===== src/rtl/rfrf_pkg.sv =====
// rfrf_pkg: shared codes, constants and controller/datapath structs of the frame receive filter
// depends on nothing; used by every module under rtl
package rfrf_pkg;

	// input item kinds
	localparam logic [1:0] KIND_BYTE   = 2'd0;
	localparam logic [1:0] KIND_QUERY  = 2'd1;
	localparam logic [1:0] KIND_RESYNC = 2'd2;

	// result kinds
	localparam logic [1:0] REC_HDR     = 2'd0;
	localparam logic [1:0] REC_PAYLOAD = 2'd1;
	localparam logic [1:0] REC_LEN_ERR = 2'd2;
	localparam logic [1:0] REC_METRICS = 2'd3;

	// configuration register indexes
	localparam logic [1:0] CFG_OWN_ID     = 2'd0;
	localparam logic [1:0] CFG_NETWORK_ID = 2'd1;
	localparam logic [1:0] CFG_BCAST_ID   = 2'd2;
	localparam logic [1:0] CFG_DATA_TYPE  = 2'd3;

	localparam logic [7:0] HDR_BYTES = 8'd5;
	localparam logic [6:0] PCT_SCALE = 7'd100;
	localparam int         QUO_BITS  = 7;

	typedef struct packed {
		logic       take_item;   // byte or resync transaction accepted
		logic       mul_go;      // load product and total for the divider
		logic       div_step;    // one restoring division step
		logic [2:0] div_idx;     // quotient bit handled by this step
		logic       put_metrics; // load the metrics result
	} cmd_t;

	typedef struct packed {
		logic res_free; // result register empty or being taken
	} status_t;

endpackage


===== src/rtl/rfrf_div.sv =====
// rfrf_div: packet error percentage unit, a multiply then seven restoring steps
// depends on rfrf_pkg
module rfrf_div (
	input  logic        clk,
	input  logic [31:0] ok_cnt,
	input  logic [31:0] miss_cnt,
	input  logic        mul_go,
	input  logic        div_step,
	input  logic [2:0]  div_idx,
	output logic [6:0]  pct
);

	logic [39:0] rem_q;
	logic [32:0] total_q;
	logic [6:0]  quo_q;
	logic [39:0] cand;

	// quotient never exceeds 100, so seven bits of shift cover it
	assign cand = 40'(total_q) << div_idx;

	always_ff @(posedge clk) begin
		if (mul_go) begin
			rem_q   <= 40'(miss_cnt) * 40'(rfrf_pkg::PCT_SCALE);
			total_q <= 33'(ok_cnt) + 33'(miss_cnt);
			quo_q   <= '0;
		end else if (div_step) begin
			if (total_q != '0 && rem_q >= cand) begin
				rem_q          <= rem_q - cand;
				quo_q[div_idx] <= 1'b1;
			end
		end
	end

	assign pct = quo_q;

endmodule


===== src/rtl/rfrf_dp.sv =====
// rfrf_dp: frame parser, address filter, link counters, config registers and result register
// depends on rfrf_pkg and rfrf_div
module rfrf_dp #(
	parameter int MAX_BODY = 64
) (
	input  logic              clk,
	input  logic              arst_n,
	input  rfrf_pkg::cmd_t    cmd,
	output rfrf_pkg::status_t status,
	input  logic [1:0]        kind,
	input  logic [7:0]        rx_byte,
	input  logic              cfg_we,
	input  logic [1:0]        cfg_index,
	input  logic [7:0]        cfg_data,
	input  logic              res_ready,
	output logic              res_valid,
	output logic [1:0]        rec_kind,
	output logic [7:0]        src_id,
	output logic [7:0]        dst_id,
	output logic [7:0]        frame_type,
	output logic [7:0]        seq_num,
	output logic [5:0]        pay_len,
	output logic [7:0]        data_byte,
	output logic              last,
	output logic [6:0]        per_pct,
	output logic [31:0]       ok_count,
	output logic [31:0]       missing_count
);

	localparam logic [7:0] MaxBodyB = 8'(MAX_BODY);

	logic [7:0]  own_id_q, network_id_q, bcast_id_q, data_type_q;
	logic [7:0]  pos_q, body_q, exp_seq_q;
	logic        acc_q, disc_q, exp_vld_q;
	logic [31:0] ok_q, miss_q;
	logic [7:0]  hdr_q [5];
	logic        res_valid_q;

	logic [7:0]  pos_d, body_d, exp_seq_d;
	logic        acc_d, disc_d, exp_vld_d;
	logic [31:0] ok_d, miss_d;
	logic        hdr_we;
	logic [2:0]  hdr_idx;
	logic        has_res, match, fin;
	logic [1:0]  r_kind;
	logic [7:0]  r_src, r_dst, r_type, r_seq, r_data;
	logic [5:0]  r_plen;
	logic        r_last;
	logic [6:0]  pct;

	rfrf_div u_div (
		.clk      (clk),
		.ok_cnt   (ok_q),
		.miss_cnt (miss_q),
		.mul_go   (cmd.mul_go),
		.div_step (cmd.div_step),
		.div_idx  (cmd.div_idx),
		.pct      (pct)
	);

	assign status.res_free = !res_valid_q || res_ready;

	always_comb begin
		pos_d     = pos_q;
		body_d    = body_q;
		acc_d     = acc_q;
		disc_d    = disc_q;
		exp_seq_d = exp_seq_q;
		exp_vld_d = exp_vld_q;
		ok_d      = ok_q;
		miss_d    = miss_q;
		hdr_we    = 1'b0;
		hdr_idx   = 3'(pos_q - 8'd1);
		has_res   = 1'b0;
		match     = 1'b0;
		fin       = 1'b0;
		r_kind    = rfrf_pkg::REC_HDR;
		r_src     = '0;
		r_dst     = '0;
		r_type    = '0;
		r_seq     = '0;
		r_data    = '0;
		r_plen    = '0;
		r_last    = 1'b0;
		if (kind == rfrf_pkg::KIND_RESYNC) begin
			disc_d = 1'b0;
			pos_d  = '0;
			acc_d  = 1'b0;
		end else if (kind == rfrf_pkg::KIND_BYTE && !disc_q) begin
			if (pos_q == '0) begin
				if (rx_byte < rfrf_pkg::HDR_BYTES || rx_byte > MaxBodyB) begin
					disc_d  = 1'b1;
					has_res = 1'b1;
					r_kind  = rfrf_pkg::REC_LEN_ERR;
				end else begin
					body_d = rx_byte;
					pos_d  = 8'd1;
					acc_d  = 1'b0;
				end
			end else if (pos_q <= rfrf_pkg::HDR_BYTES) begin
				hdr_we = 1'b1;
				if (pos_q < rfrf_pkg::HDR_BYTES) begin
					pos_d = pos_q + 8'd1;
				end else begin
					// last header byte is the sequence number, used straight from the input
					match = (hdr_q[0] == network_id_q) &&
						(hdr_q[2] == own_id_q || hdr_q[2] == bcast_id_q);
					acc_d = match;
					pos_d = (body_q == rfrf_pkg::HDR_BYTES) ? 8'd0 : pos_q + 8'd1;
					if (match) begin
						if (hdr_q[3] == data_type_q) begin
							if (exp_vld_q) begin
								miss_d = miss_q + 32'(8'(rx_byte - exp_seq_q));
							end
							exp_vld_d = 1'b1;
							exp_seq_d = rx_byte + 8'd1;
							ok_d      = ok_q + 32'd1;
						end
						has_res = 1'b1;
						r_kind  = rfrf_pkg::REC_HDR;
						r_src   = hdr_q[1];
						r_dst   = hdr_q[2];
						r_type  = hdr_q[3];
						r_seq   = rx_byte;
						r_plen  = 6'(body_q - rfrf_pkg::HDR_BYTES);
						r_last  = (body_q == rfrf_pkg::HDR_BYTES);
					end
				end
			end else begin
				fin   = (pos_q >= body_q);
				pos_d = fin ? 8'd0 : pos_q + 8'd1;
				if (acc_q) begin
					has_res = 1'b1;
					r_kind  = rfrf_pkg::REC_PAYLOAD;
					r_data  = rx_byte;
					r_last  = fin;
				end
			end
		end
	end

	always_ff @(posedge clk or negedge arst_n) begin
		if (!arst_n) begin
			own_id_q     <= 8'd0;
			network_id_q <= 8'd0;
			bcast_id_q   <= 8'd255;
			data_type_q  <= 8'd1;
		end else if (cfg_we) begin
			unique case (cfg_index)
				rfrf_pkg::CFG_OWN_ID:     own_id_q     <= cfg_data;
				rfrf_pkg::CFG_NETWORK_ID: network_id_q <= cfg_data;
				rfrf_pkg::CFG_BCAST_ID:   bcast_id_q   <= cfg_data;
				rfrf_pkg::CFG_DATA_TYPE:  data_type_q  <= cfg_data;
				default:                  ;
			endcase
		end
	end

	always_ff @(posedge clk or negedge arst_n) begin
		if (!arst_n) begin
			pos_q     <= '0;
			body_q    <= '0;
			acc_q     <= 1'b0;
			disc_q    <= 1'b0;
			exp_seq_q <= '0;
			exp_vld_q <= 1'b0;
			ok_q      <= '0;
			miss_q    <= '0;
		end else if (cmd.take_item) begin
			pos_q     <= pos_d;
			body_q    <= body_d;
			acc_q     <= acc_d;
			disc_q    <= disc_d;
			exp_seq_q <= exp_seq_d;
			exp_vld_q <= exp_vld_d;
			ok_q      <= ok_d;
			miss_q    <= miss_d;
		end
	end

	always_ff @(posedge clk) begin
		if (cmd.take_item && hdr_we) begin
			hdr_q[hdr_idx] <= rx_byte;
		end
	end

	always_ff @(posedge clk or negedge arst_n) begin
		if (!arst_n) begin
			res_valid_q <= 1'b0;
		end else if ((cmd.take_item && has_res) || cmd.put_metrics) begin
			res_valid_q <= 1'b1;
		end else if (res_ready) begin
			res_valid_q <= 1'b0;
		end
	end

	always_ff @(posedge clk) begin
		if (cmd.put_metrics) begin
			rec_kind      <= rfrf_pkg::REC_METRICS;
			src_id        <= '0;
			dst_id        <= '0;
			frame_type    <= '0;
			seq_num       <= '0;
			pay_len       <= '0;
			data_byte     <= '0;
			last          <= 1'b0;
			per_pct       <= pct;
			ok_count      <= ok_q;
			missing_count <= miss_q;
		end else if (cmd.take_item && has_res) begin
			rec_kind      <= r_kind;
			src_id        <= r_src;
			dst_id        <= r_dst;
			frame_type    <= r_type;
			seq_num       <= r_seq;
			pay_len       <= r_plen;
			data_byte     <= r_data;
			last          <= r_last;
			per_pct       <= '0;
			ok_count      <= '0;
			missing_count <= '0;
		end
	end

	assign res_valid = res_valid_q;

endmodule


===== src/rtl/rfrf_ctrl.sv =====
// rfrf_ctrl: controller state machine, input handshake and metrics sequencing
// depends on rfrf_pkg
module rfrf_ctrl (
	input  logic              clk,
	input  logic              arst_n,
	input  logic              item_valid,
	output logic              item_ready,
	input  logic [1:0]        kind,
	input  rfrf_pkg::status_t status,
	output rfrf_pkg::cmd_t    cmd
);

	localparam logic [1:0] ST_RUN = 2'd0;
	localparam logic [1:0] ST_MUL = 2'd1;
	localparam logic [1:0] ST_DIV = 2'd2;
	localparam logic [1:0] ST_PUT = 2'd3;

	logic [1:0] state_q, state_d;
	logic [2:0] step_q, step_d;
	logic       take;

	assign item_ready = (state_q == ST_RUN) && status.res_free;
	assign take       = item_valid && item_ready;

	always_comb begin
		state_d         = state_q;
		step_d          = step_q;
		cmd.take_item   = 1'b0;
		cmd.mul_go      = 1'b0;
		cmd.div_step    = 1'b0;
		cmd.div_idx     = step_q;
		cmd.put_metrics = 1'b0;
		unique case (state_q)
			ST_RUN: begin
				if (take) begin
					if (kind == rfrf_pkg::KIND_QUERY) state_d = ST_MUL;
					else cmd.take_item = 1'b1;
				end
			end
			ST_MUL: begin
				cmd.mul_go = 1'b1;
				step_d     = 3'(rfrf_pkg::QUO_BITS - 1);
				state_d    = ST_DIV;
			end
			ST_DIV: begin
				cmd.div_step = 1'b1;
				if (step_q == '0) state_d = ST_PUT;
				else step_d = step_q - 3'd1;
			end
			ST_PUT: begin
				if (status.res_free) begin
					cmd.put_metrics = 1'b1;
					state_d         = ST_RUN;
				end
			end
			default: state_d = ST_RUN;
		endcase
	end

	always_ff @(posedge clk or negedge arst_n) begin
		if (!arst_n) begin
			state_q <= ST_RUN;
			step_q  <= '0;
		end else begin
			state_q <= state_d;
			step_q  <= step_d;
		end
	end

	a_ready_only_run: assert property (@(posedge clk) disable iff (!arst_n)
		item_ready |-> state_q == ST_RUN)
		else $error("item_ready outside run state");

	a_query_starts_mul: assert property (@(posedge clk) disable iff (!arst_n)
		(take && kind == rfrf_pkg::KIND_QUERY) |=> state_q == ST_MUL)
		else $error("metrics query did not start the divider");

	a_last_step_puts: assert property (@(posedge clk) disable iff (!arst_n)
		(state_q == ST_DIV && step_q == '0) |=> state_q == ST_PUT)
		else $error("divider did not finish after the last step");

	a_no_take_while_busy: assert property (@(posedge clk) disable iff (!arst_n)
		(cmd.mul_go || cmd.div_step) |-> !cmd.take_item && !cmd.put_metrics)
		else $error("item taken while divider busy");

endmodule


===== src/rtl/radio_frame_receive_filter.sv =====
// radio_frame_receive_filter: top level, length-prefixed deframer with address filter and metrics
// depends on rfrf_pkg, rfrf_ctrl, rfrf_dp (which holds rfrf_div)
//
// channel  | handshake              | payload
// item     | item_valid, item_ready | kind, rx_byte
// result   | res_valid, res_ready   | rec_kind .. missing_count
// config   | cfg_valid, cfg_ready   | cfg_index, cfg_data
//
// byte and resync transactions go straight to the datapath; bytes stream back to back while results drain
// a metrics query runs accept, multiply, seven restoring divider steps, then result load
// the percentage divider in rfrf_div sets the query length; nothing else iterates
// asynchronous reset; no clearing pass, header store is written before it is read
// a held result stalls the item channel until res_ready takes it; config is always ready
module radio_frame_receive_filter #(
	parameter int MAX_BODY = 64
) (
	input  logic        clk,
	input  logic        arst_n,
	input  logic        item_valid,
	output logic        item_ready,
	input  logic [1:0]  kind,
	input  logic [7:0]  rx_byte,
	output logic        res_valid,
	input  logic        res_ready,
	output logic [1:0]  rec_kind,
	output logic [7:0]  src_id,
	output logic [7:0]  dst_id,
	output logic [7:0]  frame_type,
	output logic [7:0]  seq_num,
	output logic [5:0]  pay_len,
	output logic [7:0]  data_byte,
	output logic        last,
	output logic [6:0]  per_pct,
	output logic [31:0] ok_count,
	output logic [31:0] missing_count,
	input  logic        cfg_valid,
	output logic        cfg_ready,
	input  logic [1:0]  cfg_index,
	input  logic [7:0]  cfg_data
);

	rfrf_pkg::cmd_t    cmd;
	rfrf_pkg::status_t status;

	assign cfg_ready = 1'b1;

	rfrf_ctrl u_ctrl (
		.clk        (clk),
		.arst_n     (arst_n),
		.item_valid (item_valid),
		.item_ready (item_ready),
		.kind       (kind),
		.status     (status),
		.cmd        (cmd)
	);

	rfrf_dp #(
		.MAX_BODY (MAX_BODY)
	) u_dp (
		.clk           (clk),
		.arst_n        (arst_n),
		.cmd           (cmd),
		.status        (status),
		.kind          (kind),
		.rx_byte       (rx_byte),
		.cfg_we        (cfg_valid && cfg_ready),
		.cfg_index     (cfg_index),
		.cfg_data      (cfg_data),
		.res_ready     (res_ready),
		.res_valid     (res_valid),
		.rec_kind      (rec_kind),
		.src_id        (src_id),
		.dst_id        (dst_id),
		.frame_type    (frame_type),
		.seq_num       (seq_num),
		.pay_len       (pay_len),
		.data_byte     (data_byte),
		.last          (last),
		.per_pct       (per_pct),
		.ok_count      (ok_count),
		.missing_count (missing_count)
	);

endmodule


===== config.mk =====
export PLATFORM = sky130hd
export DESIGN_NAME = radio_frame_receive_filter
export DESIGN_NICKNAME = d
export VERILOG_FILES = /design/src/rtl/rfrf_pkg.sv /design/src/rtl/rfrf_div.sv /design/src/rtl/rfrf_dp.sv /design/src/rtl/rfrf_ctrl.sv /design/src/rtl/radio_frame_receive_filter.sv
export SDC_FILE = /design/constraint.sdc
export NUM_CORES = 1
export LEC_CHECK = 0
export ABC_CLOCK_PERIOD_IN_PS = 5600
export BUFFER_PORTS_ARGS = -buffer_cell sky130_fd_sc_hd__clkbuf_2
export CORE_MARGIN = 2
export CORE_UTILIZATION = 45
export DETAILED_ROUTE_END_ITERATION = 6
export MAX_ROUTING_LAYER = met4
export SLEW_MARGIN = 5
export SYNTH_ARGS = -nofsm -noshare
export SYNTH_HDL_FRONTEND = slang
export SYNTH_SLANG_ARGS = --single-unit
export TNS_END_PERCENT = 30

===== constraint.sdc =====
create_clock -name clk -period 5.6 [get_ports clk]
set_clock_uncertainty 0.2 [all_clocks]
set_input_delay 0.56 -clock clk [delete_from_list [all_inputs] [get_ports clk]]
set_output_delay 0.56 -clock clk [all_outputs]
set_load 0.03 [all_outputs]

==> results of run 1 <==
## final cells by class
class                      instances  share of cell area
clock inverter                    31              0.0148
antenna                            1           0.0000943
clock buffer                      47              0.0415
inverter                         194              0.0274
tap                              680              0.0321
sequential                       361               0.362
multi-input combinational       1697               0.486
timing repair buffer             172              0.0353
## metal layers
layer  up-vias  part of all wire
li1       8716                 -
met1      8814              0.50
met2       444              0.43
met3        67             0.052
met4         0             0.018
met5         -                 0
## power by group
part | internal, mW | switching, mW | total, mW
clock network | 1.80 | 1.18 | 2.98
registers | 3.45 | 0.330 | 3.77
logic | 1.90 | 3.41 | 5.31
## how the worst max path moves through the flow
stage / depth (start not counted) / slack, ps / endpoint / start
floorplan: 15 / 680 / u_dp.u_div.rem_q[10]$_DFFE_PP_ / u_ctrl.step_q[0]$_DFFE_PN0P_
global placement: 13 / 710 / u_dp.u_div.rem_q[39]$_SDFFE_PP0P_ / u_ctrl.step_q[0]$_DFFE_PN0P_
detailed placement: 13 / 700 / u_dp.u_div.rem_q[39]$_SDFFE_PP0P_ / u_ctrl.step_q[0]$_DFFE_PN0P_
CTS: 13 / 690 / u_dp.u_div.rem_q[39]$_SDFFE_PP0P_ / u_ctrl.step_q[0]$_DFFE_PN0P_
global route: 11 / 300 / u_dp.u_div.rem_q[7]$_DFFE_PP_ / u_ctrl.step_q[0]$_DFFE_PN0P_
finish: 11 / 640 / u_dp.u_div.rem_q[7]$_DFFE_PP_ / u_ctrl.step_q[0]$_DFFE_PN0P_
## worst max-delay path, cell delays in order (launching register included)
cell      delay (ps)
dfrtp_2          910
mux4_2           630
mux2i_1          170
ha_1             360
a21oi_1          220
o21ai_0          150
a21o_1           200
a311oi_1         480
a211o_1          240
and2_1           820
nor3_1           110
o21bai_1         190
## stage by stage
| step | total power, mW | instance area, um2 | hold WS (ps) |
|---|---|---|---|
| finish | 12.1 | 26500 | 102 |
| global route | 12.8 | 26500 | 98.0 |
| CTS | 12.1 | 26500 | 83.6 |
| detailed placement | 9.02 | 25000 | 246 |
| global placement | 8.98 | 25000 | 241 |
| floorplan | 7.58 | 23600 | 64.4 |
## cells in the mapped netlist (all sizes together) (19+ instances only)
cell type and number:
nand4 30, clkbuf 73, nor2 97, a21oi 137
and3 98, mux2i 36, nand2 191, xnor2 115
ha 210, fa 31, nor3 38, nand3 67
dfrtp 120, nor2b 24, xor2 76, a21o 77
o21ai 96, mux4 19, mux2 37, nor4 26
a22o 32, a211oi 21, edfxtp 173, inv 192
dfxtp 59
## kinds of logic after synthesis
group | synth area share
buffers and inverters | 0.0451
adder cells (fa/ha/maj) | 0.138
AO/OA/AOI/OAI | 0.145
flip-flops | 0.408
AND/OR/NAND/NOR | 0.142
multiplexers | 0.0511
other | 0.000159
XOR/XNOR | 0.0710
## timing repair
| action | in CTS | in global routing |
|---|---|---|
| endpoints found under the setup margin | 0 | 0 |
| endpoints found under the hold margin | 91 | 0 |
| hold buffers | 2 | 0 |
## flip-flops by register name (all words and copies together), names as in the netlist, 8 cells and up
signal / flops
u_dp.bcast_id_q: 8
u_dp.body_q: 8
u_dp.data_byte: 8
u_dp.data_type_q: 8
u_dp.dst_id: 8
u_dp.exp_seq_q: 8
u_dp.frame_type: 8
u_dp.hdr_q: 32
u_dp.miss_q: 32
u_dp.missing_count: 32
u_dp.network_id_q: 8
u_dp.ok_count: 32
u_dp.ok_q: 32
u_dp.own_id_q: 8
u_dp.pos_q: 8
u_dp.seq_num: 8
u_dp.src_id: 8
u_dp.u_div.rem_q: 40
u_dp.u_div.total_q: 33
==> summary.md, run 1 <==
| Metric | Value |
|---|---|
| Share of the synthesized area in the top cell type | `0.220` |
| Chip height | `233 um` |
| Multi-input logic area | `12900 um2` |
| Sequential area share after synthesis | `0.408` |
| Drt first-iter violations | `1328` |
| Max cap viols | `0` |
| Synth Register Bits | `361` |
| Top cells by area, synth | `edfxtp_1 (22%), dfrtp_1 (13%), ha_1 (11%), dfxtp_1 (5.0%), xnor2_1 (4.3%)` |
| CTS max path bufs | `3` |
| Commonest non-fill, non-tap cells in the layout | `ha_1 (208), nand2_1 (191), inv_1 (190), edfxtp_1 (173), clkbuf_2 (145)` |
| Initial antenna violation count | `0` |
| Core area | `51500 um2` |
| Nets@finish | `2734` |
| Post-DR wirelength/cell | `19.7 um` |
| Period utilization | `0.886` |
| Post-synth top flop | `edfxtp_1` |
| H-tree lvl count | `2` |
| CP Launch Type | `register` |
| DP Cell Count | `3102` |
| Arr. time, crit path | `5070 ps` |
| Pre-CTS WS | `703 ps` |
| Final setup margin | `640 ps` |
| Area Overhead vs Synth | `12.6%` |
| Die width | `233 um` |
| Fin. max-slew vios | `0` |
| Initial Util | `0.458` |
| GR Util All Layers | `0.236` |
| Total CTS buffers | `42` |
| Gr ovfl total | `0` |
| Worst Path Required | `5710 ps` |
| Register area | `9620 um2` |
| Post-Route Utilization | `0.515` |
| GR Util met2 | `0.331` |
| Crit end category | `register` |
| Rel. slew slack | `0.177` |
| CTS tree | `done` |
| Final WL | `62600 um` |
| Start point of the worst hold path | `cfg_data[5]` |
| Flop2flop setup slack | `640 ps` |
| YS warnings | `0` |
| Synth cell types | `83` |
| Syn_area_per_cell | `10.1 um2` |
| Layout fillers | `4765` |
| Port Buffers | `146` |
| Worst min path class | `in2reg` |
| Non-Filler Instances | `3183` |
| Setup Fix Bufs, Post-CTS | `0` |
| Clk slew on worst S/H paths | `60 ps` |
| Met3 Use GR | `0.0346` |
| Total number of vias | `18000` |
| Unrepaired setup endpoints after global routing | `no` |
| P_leak | `12.2 nW` |
| Final ANT Viol Nets | `0` |
| Global-route wire length before repair | `97300 um` |
| Crit-path max FO | `34` |
| GR peak layer | `met1` |
| Final setup vio count | `0` |
| Largest net degree at the start of global routing | `92` |
| TritonCTS sink count | `361` |
| Crit path time final | `4960 ps` |
| Register-to-Register Path Depth | `11` |
| Commonest non-fill, non-tap cell in the layout | `ha_1` |
| Syn nets | `2605` |
| Hold Path Sink | `u_dp.own_id_q[5]$_DFFE_PN0P_` |
| Worst vdd ir | `0.286 mV` |
| Vias in the first global route | `17200` |
| EDFF count, synth | `173` |
| Final hold violation count | `0` |
| Status | `complete, no violations` |
| Async set-reset flop share out of synthesis | `0.357` |
| Root buffer cell | `clkbuf_16` |
| R2R Path Start | `u_ctrl.step_q[0]$_DFFE_PN0P_` |
| Reg2reg end | `u_dp.u_div.rem_q[7]$_DFFE_PP_` |
| Synthesized cell area | `23600 um2` |
| Post-synth top area cell | `edfxtp_1` |
| # IOs | `148` |
| Crit Path Category | `reg2reg` |
| Worst hold stages | `2` |
| Pwr/cell area | `455 nW/um2` |
| Rows | `83` |
| Hpwl dp | `46500 um` |
| Grt met1 use | `0.358` |
| Clock latency on the worst-skew pair | `580 ps` |
| Fmax | `202 MHz` |
| Initial DRT Pass Iterations | `5` |
| PostCTS Resize Cnt | `0` |
| Worst Tran Pin Value | `1230 ps` |
| Sum Neg Setup Slack | `0 ps` |
| GP Congestion | `0.900` |
| DR vias/cell | `5.67` |
| DRC errors left | `0` |
| Die area | `54200 um2` |
| Syn Inst Count | `2339` |
| Share of cells above drive strength 1 | `0.135` |
Power figures use the tool's default switching activity.
==> run 2: changes to the inputs <==
Settings changed: SYNTH_HIERARCHICAL set to 1.
==> summary.md, run 2 <==
| Metric | Value |
|---|---|
| Status | `finished with violations` |
| Violated checks | `DRC` |
| Fmax | `204 MHz (+1.3%)` |
| Sequential Power Share | `0.304 (-0.009)` |
| Worst min path class | `in2reg` |
| Hold WS | `92.5 ps (-9.50 ps)` |
| DR vias/cell | `5.67 (about the same)` |
| Worst vdd ir | `0.290 mV (+1.3%)` |
| Unrepaired setup endpoints after global routing | `no` |
| # IOs | `148 (unchanged)` |
| Crit end category | `register` |
| Rows | `83 (unchanged)` |
| Syn nets | `2576 (-1.1%)` |
| Synth cell types | `97 (+17%)` |
| Fin. max-slew vios | `0 (unchanged)` |
| Initial Util | `0.457 (-0.000460)` |
| Setup Fix Bufs, Post-CTS | `0 (unchanged)` |
| Syn_area_per_cell | `10.2 um2 (+1.4%)` |
| Post-DR wirelength/cell | `19.9 um (+1.1%)` |
| Largest register FFs | `40 (unchanged)` |
| Period utilization | `0.874 (-0.0113)` |
| CTS max path bufs | `3 (unchanged)` |
| Crit-path max FO | `48 (+41%)` |
| Synth Register Bits | `361 (unchanged)` |
| Die width | `233 um (about the same)` |
| Final ANT Viol Nets | `0 (unchanged)` |
| Post-synth top flop | `edfxtp_1` |
| Switch share | `0.421 (+0.0133)` |
| Most common cell in the netlist | `ha_1` |
| Total power | `12.5 mW (+3.5%)` |
| Synthesized cell area | `23600 um2 (+0.10%)` |
| Setup crit start | `u_ctrl/step_q[1]$_DFFE_PN0P_` |
| Arr. time, crit path | `5120 ps (+50 ps)` |
| Share of the synthesized area in the top cell type | `0.220 (-0.000222)` |
| CP Launch Type | `register` |
| Area Overhead vs Synth | `12.0%` |
| Final WL | `62700 um (+0.13%)` |
| Clock latency on the worst-skew pair | `590 ps (about the same)` |
| Combinational share of power | `0.478 (+0.038)` |
| Largest net degree at the start of global routing | `80 (-13%)` |
| Async set-reset flop share out of synthesis | `0.357 (unchanged)` |
| Max cap viols | `0 (unchanged)` |
| R2R Path Start | `u_ctrl/step_q[1]$_DFFE_PN0P_` |
| P_leak | `12.0 nW (-1.5%)` |
| Crit path time final | `4900 ps (-63.3 ps)` |
| Slowest cell on the critical path | `dfrtp_2` |
| Commonest non-fill, non-tap cells in the layout | `ha_1 (211), inv_1 (195), edfxtp_1 (173), nand2_1 (157), clkbuf_2 (145)` |
| Top cells by area, synth | `edfxtp_1 (22%), dfrtp_1 (13%), ha_1 (11%), dfxtp_1 (5.0%), xnor2_1 (4.5%)` |
| Worst Path Required | `5830 ps (+120 ps)` |
| Switching power total | `5.26 mW (+6.9%)` |
| Gr ovfl total | `0 (unchanged)` |
| Top post-synthesis cells by count | `ha_1 (212), inv_1 (196), edfxtp_1 (173)` |
| GR Util All Layers | `0.237 (+0.000989)` |
| Crit path cell chain | `nor2b_1 > nand2_1 > o21ai_0 > nand2_1 > ha_1 > nor2b_1 > o21a_1 > o21ai_0 > a21oi_1 > o21ai_1 > a21oi_1 > a2bb2oi_2 > buf_4 > nor2_1 > a31oi_1 > nor2_1` |
| Initial DRT Pass Iterations | `7 (+2)` |
| Post-synth top area cell | `edfxtp_1` |
| Int Power | `7.23 mW (+1.2%)` |
| Core area | `51600 um2 (+0.20%)` |
| Worst Tran Pin Value | `1160 ps (-69.6 ps)` |
| Pwr/cell area | `473 nW/um2 (+4.0%)` |
| YS warnings | `6 (+6)` |
| Sequential area share after synthesis | `0.407 (-0.000411)` |
| CTS tree | `done` |
| DRC errors left | `3 (+3)` |
| Global-route wire length before repair | `97800 um (+0.48%)` |
| Clk slew on worst S/H paths | `60 ps (about the same)` |
| Total number of vias | `17900 (-0.89%)` |
| TritonCTS sink count | `361 (unchanged)` |
| Crit Path Category | `reg2reg` |
| Nets@finish | `2708 (-0.95%)` |
| Root buffer cell | `clkbuf_16` |
| Initial antenna violation count | `0 (unchanged)` |
| Layout fillers | `4646 (-2.5%)` |
| CP peak stage delay | `1030 ps (+120 ps)` |
| Sum Neg Setup Slack | `0 ps (unchanged)` |
| Hpwl dp | `46600 um (+0.34%)` |
| Commonest non-fill, non-tap cell in the layout | `ha_1` |
| Drt first-iter violations | `1307 (-1.6%)` |
| Reg with most FFs | `u_dp/u_div/rem_q` |
| Syn Inst Count | `2308 (-1.3%)` |
| Total CTS buffers | `40 (-4.8%)` |
| Vias in the first global route | `17300 (+0.90%)` |
| Final setup vio count | `0 (unchanged)` |
| Antenna Diode Count | `0 (-1)` |
| Clock Power Share | `0.218 (-0.029)` |
| Die area | `54300 um2 (about the same)` |
| Start point of the worst hold path | `cfg_data[4]` |
| Final hold violation count | `0 (unchanged)` |
| Chip height | `233 um (about the same)` |
| Largest regs | `u_dp/u_div/rem_q (40), u_dp/u_div/total_q (33)` |
| GP Congestion | `0.870 (-3.3%)` |
| Share of cells above drive strength 1 | `0.131 (-0.00362)` |
| Rel. slew slack | `0.227 (+0.0502)` |
| EDFF count, synth | `173 (unchanged)` |
| Port Buffers | `146 (unchanged)` |
| H-tree lvl count | `2 (unchanged)` |
==> run 2: final timing paths <==
check / to / slack (ps) / cells after the start
setup / recovery: u_dp/u_div/pct[3]$_SDFFE_PP0P_ / 700 / 16
hold / removal: u_dp/bcast_id_q[4]$_DFFE_PN1P_ / 90 / 2
setup reg to reg: u_dp/u_div/pct[3]$_SDFFE_PP0P_ / 700 / 16
hold reg to reg: u_dp/u_div/pct[1]$_SDFFE_PP0P_ / 240 / 2
max in group asynchronous: u_dp/res_valid$_DFFE_PN0P_ / 3490 / 3
min in group asynchronous: u_dp/miss_q[13]$_DFFE_PN0P_ / 410 / 2
==> run 2: critical path: cells and delay by family, from the launching register on <==
| kind | cells | cell delay (ps) |
|---|---|---|
| compound gates | 8 | 1930 |
| flops | 1 | 1030 |
| simple gates | 6 | 840 |
| buf+inv | 1 | 380 |
| fa+ha+maj | 1 | 370 |
==> run 2: power by group through the flow <==
| stage | Sequential (mW) | Combinational, mW | Clock, mW |
|---|---|---|---|
| CTS | 3.79 | 5.93 | 2.80 |
| finish | 3.80 | 5.97 | 2.73 |
| global placement | 3.83 | 5.90 | 0 |
| global route | 3.85 | 6.56 | 2.90 |
| floorplan | 3.79 | 4.43 | 0 |
| detailed placement | 3.84 | 5.88 | 0 |
==> run 2: cell type report <==
type,count,area [um2],area share
clock inverters,19,213,0.00805
repair buffers,167,910,0.0344
flip-flops and latches,361,9620,0.364
well taps,680,851,0.0322
clock buffers,55,1170,0.0443
multi-input cells,1673,12900,0.489
inverters,197,741,0.0280
==> run 2: stage by stage <==
step	setup WS, ps	cells	instance area, um2	utilization
after floorplan	768	2308	23600	-
after global placement	828	3077	25000	0.485
after detailed placement	703	3077	25000	0.485
after CTS	715	3152	26400	0.512
after global routing	343	3152	26400	0.512
final	704	3152	26400	0.512
==> run 2: what timing repair did <==
item                      4_1_cts  5_1_grt
resized for setup               0        0
hold buffers                    1        0
hold endpoints to repair       78        0
==> run 2: kinds of logic after synthesis <==
logic type	Yosys count	synth area share
DFF	361	0.407
adders and majority gates	243	0.139
muxes	131	0.0578
and+or+nand+nor	636	0.143
buffers and inverters	274	0.0455
xor gates and xnor gates	198	0.0735
other	1	0.000159
AOI/OAI and AO/OA	464	0.134
==> run 2: layer usage <==
layer,vias to the layer above,global-route usage,part of all wire
met4,0,0.0545,0.019
met2,442,0.350,0.44
met5,-,-,0
met3,77,0.0276,0.050
met1,8763,0.348,0.49
li1,8599,-,-
==> run 3: changes to the inputs <==
--- a/config.mk
+++ b/config.mk
@@ -9,2 +9,3 @@
 export BUFFER_PORTS_ARGS = -buffer_cell sky130_fd_sc_hd__clkbuf_2
+export CORE_ASPECT_RATIO = 0.9
 export CORE_MARGIN = 2
--- a/constraint.sdc
+++ b/constraint.sdc
@@ -4,2 +4,2 @@
 set_output_delay 0.56 -clock clk [all_outputs]
-set_load 0.03 [all_outputs]
+set_load 0.1 [all_outputs]
==> summary.md, run 3 (synthesis gave the netlist of run 2 again) <==
| Metric | Value |
|---|---|
| Largest regs | `u_dp/u_div/rem_q (40), u_dp/u_div/total_q (33)` |
| Share of cells above drive strength 1 | `0.131 (-0.000510)` |
| Chip height | `221 um (-5.0%)` |
| CTS max path bufs | `3 (unchanged)` |
| Final WL | `63000 um (+0.53%)` |
| Arr. time, crit path | `5080 ps (-40 ps)` |
| Final setup margin | `596 ps (-108 ps)` |
| Largest register FFs | `40 (unchanged)` |
| CP peak stage delay | `1020 ps (about the same)` |
| Total number of vias | `17900 (+0.32%)` |
| Drt first-iter violations | `1504 (+15%)` |
| Fmax | `200 MHz (-2.2%)` |
| Crit Path Category | `reg2reg` |
| DR vias/cell | `5.67 (about the same)` |
| Final hold violation count | `0 (unchanged)` |
| Hold WS | `90.0 ps (-2.52 ps)` |
| GR Util All Layers | `0.237 (about the same)` |
| Die width | `245 um (+5.3%)` |
| Pwr/cell area | `494 nW/um2 (+4.4%)` |
| Sum Neg Setup Slack | `0 ps (unchanged)` |
| Fin. max-slew vios | `0 (unchanged)` |
| Pre-CTS WS | `597 ps (-106 ps)` |
| Initial Util | `0.456 (-0.00160)` |
| DRC errors left | `0 (-3)` |
| Initial DRT Pass Iterations | `5 (-2)` |
| TritonCTS sink count | `361 (unchanged)` |
| Die area | `54300 um2 (about the same)` |
| Post-DR wirelength/cell | `19.9 um (+0.21%)` |
| GP Congestion | `0.959 (+10%)` |
| Clk slew on worst S/H paths | `60 ps (about the same)` |
| P_leak | `12.0 nW (+0.12%)` |
| Rows | `79 (-4.8%)` |
| CP dominant cell by count | `o21ai_0` |
| Commonest non-fill, non-tap cell in the layout | `ha_1` |
| Crit-path max FO | `48 (unchanged)` |
| Root buffer cell | `clkbuf_16` |
| Slowest cell on the critical path | `dfrtp_2` |
| Post-Route Utilization | `0.511 (-0.00102)` |
| CTS tree | `done` |
| Commonest non-fill, non-tap cells in the layout | `ha_1 (211), inv_1 (195), edfxtp_1 (173), nand2_1 (157), clkbuf_2 (145)` |
| Period utilization | `0.894 (+0.0193)` |
| Total power | `13.1 mW (+4.5%)` |
| Area Overhead vs Synth | `12.2%` |
| # IOs | `148 (unchanged)` |
| CP Launch Type | `register` |
| Crit path cell chain | `nor2b_1 > nand2_1 > o21ai_0 > nand2_1 > ha_1 > nor2b_1 > o21a_1 > o21ai_0 > a21oi_1 > o21ai_1 > a21oi_1 > a2bb2oi_2 > or2_2 > o21ai_0` |
| Crit path time final | `5000 ps (+108 ps)` |
| Final ANT Viol Nets | `0 (unchanged)` |
| Vias in the first global route | `17500 (+1.2%)` |
| Nets@finish | `2710 (+0.074%)` |
| Rel. slew slack | `0.149 (-0.0783)` |
| Hpwl dp | `47200 um (+1.2%)` |
| Flop2flop setup slack | `600 ps (-110 ps)` |
| Status | `complete, no violations` |
| Max cap viols | `0 (unchanged)` |
| Crit end category | `register` |
| H-tree lvl count | `2 (unchanged)` |
| Worst vdd ir | `0.250 mV (-14%)` |
| Top Family by Delay on Critical Path | `compound AO/OA/AOI/OAI gates` |
| Antenna Diode Count | `0 (unchanged)` |
| Worst Tran Pin Value | `1270 ps (+117 ps)` |
| Largest net degree at the start of global routing | `77 (-3.8%)` |
| Core area | `51800 um2 (+0.35%)` |
| Gr ovfl total | `0 (unchanged)` |
| Reg with most FFs | `u_dp/u_div/rem_q` |
| Clock latency on the worst-skew pair | `580 ps (about the same)` |
| Final setup vio count | `0 (unchanged)` |
| Total CTS buffers | `41 (+2.5%)` |
| Worst min path class | `in2reg` |
| Initial antenna violation count | `0 (unchanged)` |
| Unrepaired setup endpoints after global routing | `no` |
| CP bufs+invs | `0 (-1)` |
| Port Buffers | `146 (unchanged)` |
| Global-route wire length before repair | `99100 um (+1.3%)` |
| Worst Path Required | `5680 ps (-150 ps)` |
-- run 3: cell types whose count changed in the layout (fill, tap and decap cells not counted) --
cell,delta
buf_4,+1
clkbuf_1,+4
clkbuf_16,+1
clkbuf_8,+3
clkinv_1,-1
clkinv_2,-4
clkinv_8,-1
clkinvlp_4,-1
inv_16,-1
inv_6,+1
-- run 3: timing repair --
item	4_1_cts	5_1_grt
resized for setup	0	0
hold buffers	1	0
buffers inserted	0	0
hold endpoints to repair	66	0
-- run 3: cell type report --
cell class	instances	area, um2
sequential	361	9620
multi-input combinational	1673	12900
tap	688	861
clock inverter	12	154
timing repair buffer	168	917
fill	4724	25300
inverter	197	741
clock buffer	63	1250
-- run 3: metal layers --
| layer | vias up | track usage | wire, um |
|---|---|---|---|
| met5 | - | - | 0 |
| met4 | 0 | 0.0604 | 1370 |
| met3 | 93 | 0.0349 | 3760 |
| met2 | 496 | 0.334 | 26700 |
| met1 | 8725 | 0.355 | 31200 |
| li1 | 8625 | - | - |
-- run 3: where the power goes --
group | internal (mW) | total [mW] | switching, mW
clock | 1.64 | 2.79 | 1.15
sequential | 3.38 | 3.80 | 0.415
combinational | 2.29 | 6.48 | 4.19
total | 7.31 | 13.1 | 5.75
-- run 3: final timing paths --
kind | end | start | depth (start not counted)
min in group asynchronous | u_dp/res_valid$_DFFE_PN0P_ | arst_n | 2
max | u_dp/u_div/rem_q[31]$_DFFE_PP_ | u_ctrl/step_q[1]$_DFFE_PN0P_ | 14
min reg2reg | u_dp/u_div/pct[4]$_SDFFE_PP0P_ | u_dp/u_div/pct[4]$_SDFFE_PP0P_ | 2
min | u_dp/own_id_q[7]$_DFFE_PN0P_ | cfg_data[7] | 2
max reg2reg | u_dp/u_div/rem_q[31]$_DFFE_PP_ | u_ctrl/step_q[1]$_DFFE_PN0P_ | 14
max in group asynchronous | u_dp/exp_vld_q$_DFFE_PN0P_ | arst_n | 3
-- run 3: worst register-to-register path: stages, from the launching register on --
cell       delay, ps
dfrtp_2         1020
nor2b_1          330
nand2_1           80
o21ai_0          110
nand2_1          120
ha_1             380
nor2b_1          170
o21a_1           190
o21ai_0          220
a21oi_1          160
o21ai_1          340
a21oi_1          240
a2bb2oi_2        550
or2_2            430
o21ai_0          170
-- run 3: metrics by stage --
stage               cells  instance area (um2)
finish               3162                26500
global route         3162                26500
CTS                  3162                26500
detailed placement   3086                25100
global placement     3086                25100
floorplan            2308                23600
